$ cat src/sv/assert_macros.svh
// ----------------------------------------------------------------------------
// Assertion macros
// Concurrent assertion helpers clocked on clk_i and disabled during reset.
// ----------------------------------------------------------------------------
`ifndef ASSERT_MACROS_SVH
`define ASSERT_MACROS_SVH

`ifndef NO_ASSERTIONS

// Same-cycle implication or plain property.
`define ASSERT_CLK(lbl, prop, msg) \
  lbl: assert property (@(posedge clk_i) disable iff (!rst_ni) prop) \
    else $error(msg);

// Antecedent in this cycle, consequent in the next one.
`define ASSERT_NEXT(lbl, ante, cons, msg) \
  lbl: assert property (@(posedge clk_i) disable iff (!rst_ni) (ante) |=> (cons)) \
    else $error(msg);

`else

`define ASSERT_CLK(lbl, prop, msg)
`define ASSERT_NEXT(lbl, ante, cons, msg)

`endif

`endif

$ cat src/sv/lru_pkg.sv
// ----------------------------------------------------------------------------
// LRU page replacement package
// Payload types and fixed field widths shared by the replacement unit.
// ----------------------------------------------------------------------------
package lru_pkg;

  localparam int PAGE_IN_W = 16;
  localparam int FIDX_W    = 3;
  localparam int TIME_W    = 32;
  localparam int FAULT_W   = 32;
  localparam int CFG_W     = 4;

  localparam logic [CFG_W-1:0] CFG_RESET = 4'd8;

  typedef struct packed {
    logic [PAGE_IN_W-1:0] page_number;
    logic                 end_of_string;
  } in_t;

  typedef struct packed {
    logic                 hit;
    logic [FIDX_W-1:0]    frame_index;
    logic                 evicted_valid;
    logic [PAGE_IN_W-1:0] evicted_page;
    logic [FAULT_W-1:0]   fault_count;
  } out_t;

endpackage

$ cat src/sv/lru_frame_store.sv
// ----------------------------------------------------------------------------
// LRU frame store
// One-write, one-read memory holding each frame's page and last-use time.
// ----------------------------------------------------------------------------
module lru_frame_store #(
  parameter int DEPTH = 8,
  parameter int AW    = 3,
  parameter int PW    = 16,
  parameter int TW    = 32
) (
  input  logic          clk_i,
  input  logic          we_i,
  input  logic [AW-1:0] waddr_i,
  input  logic [PW-1:0] wpage_i,
  input  logic [TW-1:0] wtime_i,
  input  logic          re_i,
  input  logic [AW-1:0] raddr_i,
  output logic [PW-1:0] rpage_o,
  output logic [TW-1:0] rtime_o
);

  logic [PW-1:0] page_mem [DEPTH];
  logic [TW-1:0] time_mem [DEPTH];

  always_ff @(posedge clk_i) begin
    if (we_i) begin
      page_mem[waddr_i] <= wpage_i;
      time_mem[waddr_i] <= wtime_i;
    end
  end

  // Read data is registered; it belongs to the address of the previous cycle.
  always_ff @(posedge clk_i) begin
    if (re_i) begin
      rpage_o <= page_mem[raddr_i];
      rtime_o <= time_mem[raddr_i];
    end
  end

endmodule

$ cat src/sv/lru_page_replacement_unit.sv
// Each item runs a hit scan over the frames below both the fill count and the effective
// frame count, on a full miss an age scan over the effective frames, and an update step
// that waits while an earlier result has not been taken. The unit takes one item at a
// time: a new item is accepted only once the update step of the last one is done.
// Reset clears the frame count, reference time, fault count and handshake state;
// cfg_q returns to 8. Frame contents are not cleared and need no clearing pass.
// ----------------------------------------------------------------------------
// LRU page replacement unit
// Keeps a set of resident page frames and picks the least recently used one
// for replacement on a page fault, reporting hit, frame, eviction and faults.
// ----------------------------------------------------------------------------
`include "assert_macros.svh"

module lru_page_replacement_unit #(
  parameter int FRAMES    = 8,
  parameter int PAGE_BITS = 16
) (
  input  logic                           clk_i,
  input  logic                           rst_ni,
  // Configuration: number of frames that take part in replacement.
  input  logic                           cfg_we_i,
  input  logic [lru_pkg::CFG_W-1:0]      cfg_wdata_i,
  // Page reference input channel.
  input  logic                           in_valid_i,
  output logic                           in_ready_o,
  input  lru_pkg::in_t                   in_data_i,
  // Result output channel.
  output logic                           out_valid_o,
  input  logic                           out_ready_i,
  output lru_pkg::out_t                  out_data_o
);

  // Width of a frame index, and of a count that can hold FRAMES itself.
  localparam int IDX_W   = (FRAMES > 1) ? $clog2(FRAMES) : 1;
  localparam int CNT_W   = $clog2(FRAMES + 1);
  // Stored page width: the input field carries at most PAGE_IN_W bits.
  localparam int PW      = (PAGE_BITS < lru_pkg::PAGE_IN_W) ? PAGE_BITS : lru_pkg::PAGE_IN_W;
  localparam int TW      = lru_pkg::TIME_W;
  localparam int FLW     = lru_pkg::FAULT_W;
  localparam int FW      = lru_pkg::FIDX_W;
  localparam int PIW     = lru_pkg::PAGE_IN_W;
  localparam int CMP_W   = (CNT_W > lru_pkg::CFG_W) ? CNT_W : lru_pkg::CFG_W;

  // The sequencer walks each item through the hit scan, an optional age scan
  // for the victim, and an update state that writes the frame store and
  // loads the result register.
  typedef enum logic [1:0] {
    S_IDLE,
    S_HIT,
    S_AGE,
    S_WRITE
  } state_e;

  state_e                    state_q;
  logic [lru_pkg::CFG_W-1:0] cfg_q;
  logic [PW-1:0]             page_q;
  logic                      last_q;
  logic [CNT_W-1:0]          filled_q;
  logic [TW-1:0]             time_q;
  logic [FLW-1:0]            faults_q;
  logic [CNT_W-1:0]          scan_q;
  logic [CNT_W-1:0]          nf_q;
  logic [CNT_W-1:0]          ptr_q;
  logic                      rd_v_q;
  logic [IDX_W-1:0]          rd_idx_q;
  logic                      hit_q;
  logic [IDX_W-1:0]          slot_q;
  logic                      ev_v_q;
  logic [PW-1:0]             ev_page_q;
  logic [TW-1:0]             best_age_q;
  logic                      out_v_q;
  lru_pkg::out_t             out_q;

  logic [CMP_W-1:0]          cfg_ext;
  logic [CMP_W-1:0]          nf_ext;
  logic [CNT_W-1:0]          nf_c;
  logic [CNT_W-1:0]          scan_c;
  logic [CNT_W-1:0]          scan_m1;
  logic [CNT_W-1:0]          nf_m1;
  logic                      rd_issue;
  logic [PW-1:0]             rd_page;
  logic [TW-1:0]             rd_time;
  logic [TW-1:0]             age;
  logic                      match;
  logic                      hit_last;
  logic                      age_take;
  logic                      wr_go;
  logic [FLW-1:0]            faults_d;

  // Effective frame count: a register value of zero acts as one, and a value
  // above the number of built frames acts as that number.
  always_comb begin
    cfg_ext = CMP_W'(cfg_q);
    if (cfg_ext == '0) begin
      nf_ext = CMP_W'(1);
    end else if (cfg_ext > CMP_W'(FRAMES)) begin
      nf_ext = CMP_W'(FRAMES);
    end else begin
      nf_ext = cfg_ext;
    end
    nf_c = CNT_W'(nf_ext);
  end

  // The hit search covers only frames below both the fill count and the
  // effective count, so a lowered count hides the frames above it.
  assign scan_c  = (filled_q < nf_c) ? filled_q : nf_c;
  assign scan_m1 = scan_q - CNT_W'(1);
  assign nf_m1   = nf_q - CNT_W'(1);

  // One frame-store read per scan cycle while addresses remain; the data returns
  // in the next cycle, tagged by rd_idx_q.
  assign rd_issue = ((state_q == S_HIT) && (ptr_q < scan_q)) ||
                    ((state_q == S_AGE) && (ptr_q < nf_q));

  // The compare logic: page equality during the hit scan, and a modular
  // age subtract and compare during the victim scan.
  assign match    = rd_v_q && (rd_page == page_q);
  assign hit_last = rd_v_q && (rd_idx_q == scan_m1[IDX_W-1:0]);
  assign age      = time_q - rd_time;
  assign age_take = (rd_idx_q == '0) || (age > best_age_q);

  // The update cycle waits while an earlier result has not been taken.
  assign wr_go = (state_q == S_WRITE) && (!out_v_q || out_ready_i);

  // Saturating fault count for a miss.
  assign faults_d = (faults_q == '1) ? faults_q : faults_q + FLW'(1);

  lru_frame_store #(
    .DEPTH (FRAMES),
    .AW    (IDX_W),
    .PW    (PW),
    .TW    (TW)
  ) u_store (
    .clk_i   (clk_i),
    .we_i    (wr_go),
    .waddr_i (slot_q),
    .wpage_i (page_q),
    .wtime_i (time_q),
    .re_i    (rd_issue),
    .raddr_i (ptr_q[IDX_W-1:0]),
    .rpage_o (rd_page),
    .rtime_o (rd_time)
  );

  always_ff @(posedge clk_i or negedge rst_ni) begin
    if (!rst_ni) begin
      state_q    <= S_IDLE;
      cfg_q      <= lru_pkg::CFG_RESET;
      page_q     <= '0;
      last_q     <= 1'b0;
      filled_q   <= '0;
      time_q     <= '0;
      faults_q   <= '0;
      scan_q     <= '0;
      nf_q       <= '0;
      ptr_q      <= '0;
      rd_v_q     <= 1'b0;
      rd_idx_q   <= '0;
      hit_q      <= 1'b0;
      slot_q     <= '0;
      ev_v_q     <= 1'b0;
      ev_page_q  <= '0;
      best_age_q <= '0;
      out_v_q    <= 1'b0;
      out_q      <= '0;
    end else begin
      if (cfg_we_i) begin
        cfg_q <= cfg_wdata_i;
      end

      rd_v_q   <= rd_issue;
      rd_idx_q <= ptr_q[IDX_W-1:0];
      if (rd_issue) begin
        ptr_q <= ptr_q + CNT_W'(1);
      end

      // A result taken in the same cycle as a new one is loaded stays valid.
      if (out_v_q && out_ready_i && !wr_go) begin
        out_v_q <= 1'b0;
      end

      unique case (state_q)
        S_IDLE: begin
          if (in_valid_i) begin
            page_q  <= in_data_i.page_number[PW-1:0];
            last_q  <= in_data_i.end_of_string;
            nf_q    <= nf_c;
            scan_q  <= scan_c;
            ptr_q   <= '0;
            state_q <= S_HIT;
          end
        end

        S_HIT: begin
          if (match) begin
            hit_q     <= 1'b1;
            slot_q    <= rd_idx_q;
            ev_v_q    <= 1'b0;
            ev_page_q <= '0;
            state_q   <= S_WRITE;
          end else if ((scan_q == '0) || hit_last) begin
            // Page fault: fill the next empty frame if one is left,
            // otherwise look for the least recently used frame.
            hit_q     <= 1'b0;
            faults_q  <= faults_d;
            ev_v_q    <= 1'b0;
            ev_page_q <= '0;
            if (filled_q < nf_q) begin
              slot_q   <= filled_q[IDX_W-1:0];
              filled_q <= filled_q + CNT_W'(1);
              state_q  <= S_WRITE;
            end else begin
              ptr_q   <= '0;
              state_q <= S_AGE;
            end
          end
        end

        S_AGE: begin
          if (rd_v_q) begin
            // Strictly greater keeps ties on the lowest index.
            if (age_take) begin
              best_age_q <= age;
              slot_q     <= rd_idx_q;
              ev_page_q  <= rd_page;
            end
            if (rd_idx_q == nf_m1[IDX_W-1:0]) begin
              ev_v_q  <= 1'b1;
              state_q <= S_WRITE;
            end
          end
        end

        S_WRITE: begin
          if (wr_go) begin
            out_v_q                 <= 1'b1;
            out_q.hit               <= hit_q;
            out_q.frame_index       <= FW'(slot_q);
            out_q.evicted_valid     <= ev_v_q;
            out_q.evicted_page      <= PIW'(ev_page_q);
            out_q.fault_count       <= faults_q;
            // The end of a string clears the counts once its result is out.
            if (last_q) begin
              filled_q <= '0;
              time_q   <= '0;
              faults_q <= '0;
            end else begin
              time_q   <= time_q + TW'(1);
            end
            state_q <= S_IDLE;
          end
        end

        default: begin
          state_q <= S_IDLE;
        end
      endcase
    end
  end

  assign in_ready_o  = (state_q == S_IDLE);
  assign out_valid_o = out_v_q;
  assign out_data_o  = out_q;

  `ASSERT_CLK(a_filled_bound, filled_q <= CNT_W'(FRAMES), "fill count exceeds frames")
  `ASSERT_NEXT(a_busy_after_take, in_valid_i && in_ready_o, !in_ready_o, "ready after transfer")
  `ASSERT_CLK(a_hit_no_evict, (out_valid_o && out_data_o.hit) |-> !out_data_o.evicted_valid,
              "hit with eviction")
  `ASSERT_CLK(a_evict_counts, (out_valid_o && out_data_o.evicted_valid) |->
              (out_data_o.fault_count != '0), "eviction without a counted fault")

endmodule
$ cat config.mk
export PLATFORM = sky130hd
export DESIGN_NAME = lru_page_replacement_unit
export DESIGN_NICKNAME = d
export VERILOG_FILES = /design/src/sv/lru_pkg.sv /design/src/sv/lru_frame_store.sv /design/src/sv/lru_page_replacement_unit.sv
export VERILOG_INCLUDE_DIRS = /design/src /design/src/sv
export SDC_FILE = /design/constraint.sdc
export NUM_CORES = 1
export LEC_CHECK = 0
export BUFFER_PORTS_ARGS = -buffer_cell sky130_fd_sc_hd__buf_2
export CORE_MARGIN = 10
export CORE_UTILIZATION = 35
export DETAILED_ROUTE_END_ITERATION = 12
export PLACE_DENSITY = 0.59
export SLEW_MARGIN = 40
export SYNTH_ARGS = -nofsm -noshare
export SYNTH_HDL_FRONTEND = slang
export SYNTH_HIERARCHICAL = 1
export SYNTH_SLANG_ARGS = --single-unit
$ cat constraint.sdc
create_clock -name clk_i -period 5.85 [get_ports clk_i]
set_clock_uncertainty 0.1 [all_clocks]
set_input_delay 0.8775 -clock clk_i [delete_from_list [all_inputs] [get_ports clk_i]]
set_output_delay 0.8775 -clock clk_i [all_outputs]
set_load 0.03 [all_outputs]
==> reports/metrics.cfg <==
[run_status]
status = finished, final reports clean

[synth]
ys_ff_latch = 646
synthFlopType = edfxtp_1
ys_types = 77
synth.top_cell.area_share_pct = 45.12
syn-cell-area_um2 = 28750
syn_nets = 2123
syn_area_per_cell_um2 = 14.30
ys_seq_area_share_pct = 63.75
synth_edf_count = 432
async_reset_ff_share_pct = 33.13
yosys_warnings = 6
yosys.area.top_type = edfxtp_1
yosys-top-cells-area = edfxtp_1 45%, dfrtp_1 19%, mux4_2 7.3%
postSynthCellCount = 2011

[sta]
tightestPinTransition_ps = 829.3
rsz0062_at_grt = false
slew_violations = 0
final_hold_viol_count = 0
slew_headroom_pct = 44.58
fin_crit_ps = 5380
maxClockFrequency_mhz = 185.9
whs_ps = 64.49
setup_violations = 0
finalSetupTns_ps = 0
fin_crit_sh_pct = 91.96

[pwr]
power_density_nw_per_um2 = 285.3
leakagePower_nw = 13.95
power_mw = 9.433
vdd_drop_max_uv = 229.9

[worst_hold_path]
hold_class = input port to async pin

[final_layout]
nNetsFinal = 2239
area_delta_synth_final_pct = 15.01
instances_no_fill = 3254
n_antenna_cell = 0
drive_gt1_share_pct = 20.65
fin_util_pct = 40.47

[setup_path]
cp.required_ps = 6240
path_max_fanout = 38
cpPeakStageDelay_ps = 470
worstSetupPathType = flop to flop
cp_common_cell = o21a_1
start_kind = flop
path_cells = inv_1, ha_1, fa_1, nor2b_1, o31a_1, o21ai_0, a21oi_1, o21a_1, o21a_1, o21a_1, o311ai_0, ha_1, nand4_1, nor4_1, nor2b_1, o31ai_1, a21oi_4, buf_8, o32a_1, mux2_2
cp_data_arrival_time_ps = 5770
slowest_stage = dfrtp_2
cp-end-kind = flop
path_buf_inv = 2
crit_family = compound AO/OA/AOI/OAI gates

[routing]
num_vias = 16600
drt_iter0_markers = 962
drtPass1Iterations = 5
routed_wirelength_um = 64420
drc = 0
drt-wirelength-per-cell_um = 19.80
vias_per_cell = 5.101
antenna_left = 0

[clock_tree]
cts_sinks = 646
cts_tree = built
cts-buffers-inserted = 69
cts_buffer_depth = 3
path_clk_slew_ps = 60
htree_levels = 3
holdBufCountCts = 0
clkLatencyLatePin_ps = 620
root_buffer = clkbuf_16

[floorplanning]
die_x_um = 306.6
die-area_um2 = 94010
fp.coreArea_um2 = 81720
num_io_pins = 81
die_h_um = 306.6
row_count = 105
start_util_pct = 35.18

[global_route]
track_usage_pct = 13.69
overflow = 0
grt_max_degree = 124
antenna_found_initial = 3
grt_pass1_wl_um = 101100
grt_pass1_vias = 17150

[placement]
routabilityCongestion = 0.8326
io_buffer_count = 80
dpl.cell_count = 3125
hpwl_um = 41150

[flow_run]
cap_violations = 0

## cell families after synthesis
logic type                 Yosys count  synth area share (%)
DFF                                646                 63.75
and+or+nand+nor                    512                 8.286
AOI/OAI and AO/OA                  288                 6.319
muxes                              211                 12.49
buffers and inverters              191                 3.038
adders and majority gates           86                 3.769
xor gates and xnor gates            77                 2.346
## per-layer routing
layer,track usage [%],vias to the layer above,part of all wire (%)
met1,17.67,8469,44
met2,23.12,352,49
met5,0,-,0.048
li1,-,7684,-
met4,4.584,4,2.4
met3,2.343,90,4.4
## metrics by stage
stage	cell area (µm²)	setup WS, ps
global route	33070	27.02
CTS	33030	240.1
detailed placement	30610	256.4
global placement	30440	463.8
finish	33070	470.1
floorplan	28750	248.5
## state kept, by name, summed over array words and instances (netlist names), 16 cells and up
name / count
best_age_q: 32
ev_page_q: 16
faults_q: 32
out_data_o: 53
page_q: 16
time_q: 32
u_store/page_mem: 128
u_store/rpage_o: 16
u_store/rtime_o: 32
u_store/time_mem: 256
## what timing repair did
item / in CTS / in global routing
buffers inserted: 0 / 0
endpoints found under the setup margin: 0 / 26
resized for setup: 0 / 5
## where the power goes
part / switching, mW / internal [mW]
sequential: 0.00254 / 4.84
clock: 1.87 / 2.66
combinational: 0.0436 / 0.0162
## final timing paths
check	slack [ps]	start	end	cells past startpoint
min	60	rst_ni	out_data_o[3]	1
min in group clk_i	370	in_data_i[12]	page_q[11]	2
max	470	time_q[0]	slot_q[2]	20
max in group asynchronous	4500	rst_ni	ptr_q[2]	2
min reg2reg	370	hit_q	out_data_o[52]	2
max reg2reg	470	time_q[0]	slot_q[2]	20
## Yosys cell counts, types with 10 or more instances
library cell	instances
a21o_1	26
o21a_1	12
xor2_1	41
mux2i_1	21
edfxtp_1	432
mux2_2	54
nor3_1	18
mux4_2	93
mux2_4	40
xnor2_1	36
nor2_1	82
a21oi_1	68
and2_1	13
dfrtp_1	213
buf_2	20
and3_1	16
ha_1	85
nand4_1	21
a211oi_1	10
nand2_1	245
o21ai_0	101
inv_1	119
or3_1	17
clkbuf_1	32
nand3_1	38
nand2b_1	15
## cell type report
| cell class | instances | area [µm²] |
|---|---|---|
| Sequential cell | 646 | 18340 |
| Tap cell | 1070 | 1339 |
| Clock buffer | 88 | 1868 |
| Fill cell | 7466 | 48650 |
| Timing Repair Buffer | 117 | 900.9 |
| Multi-Input combinational cell | 1174 | 9617 |
| Clock inverter | 40 | 553.0 |
| Inverter | 119 | 446.7 |
## cell usage in the layout, fill, tap and decap left out, types with 21 or more instances in the layout
| cell type | count |
|---|---|
| edfxtp_1 | 432 |
| nand2_1 | 244 |
| dfrtp_1 | 208 |
| inv_1 | 119 |
| o21ai_0 | 101 |
| mux4_2 | 93 |
| ha_1 | 85 |
| buf_2 | 79 |
| nor2_1 | 76 |
| clkbuf_16 | 69 |
| a21oi_1 | 68 |
| mux2_2 | 54 |
| xor2_1 | 41 |
| mux2_4 | 40 |
| nand3_1 | 38 |
| xnor2_1 | 36 |
| a21o_1 | 26 |
| nand4_1 | 21 |
| mux2i_1 | 21 |
Power figures use the tool's default switching activity.
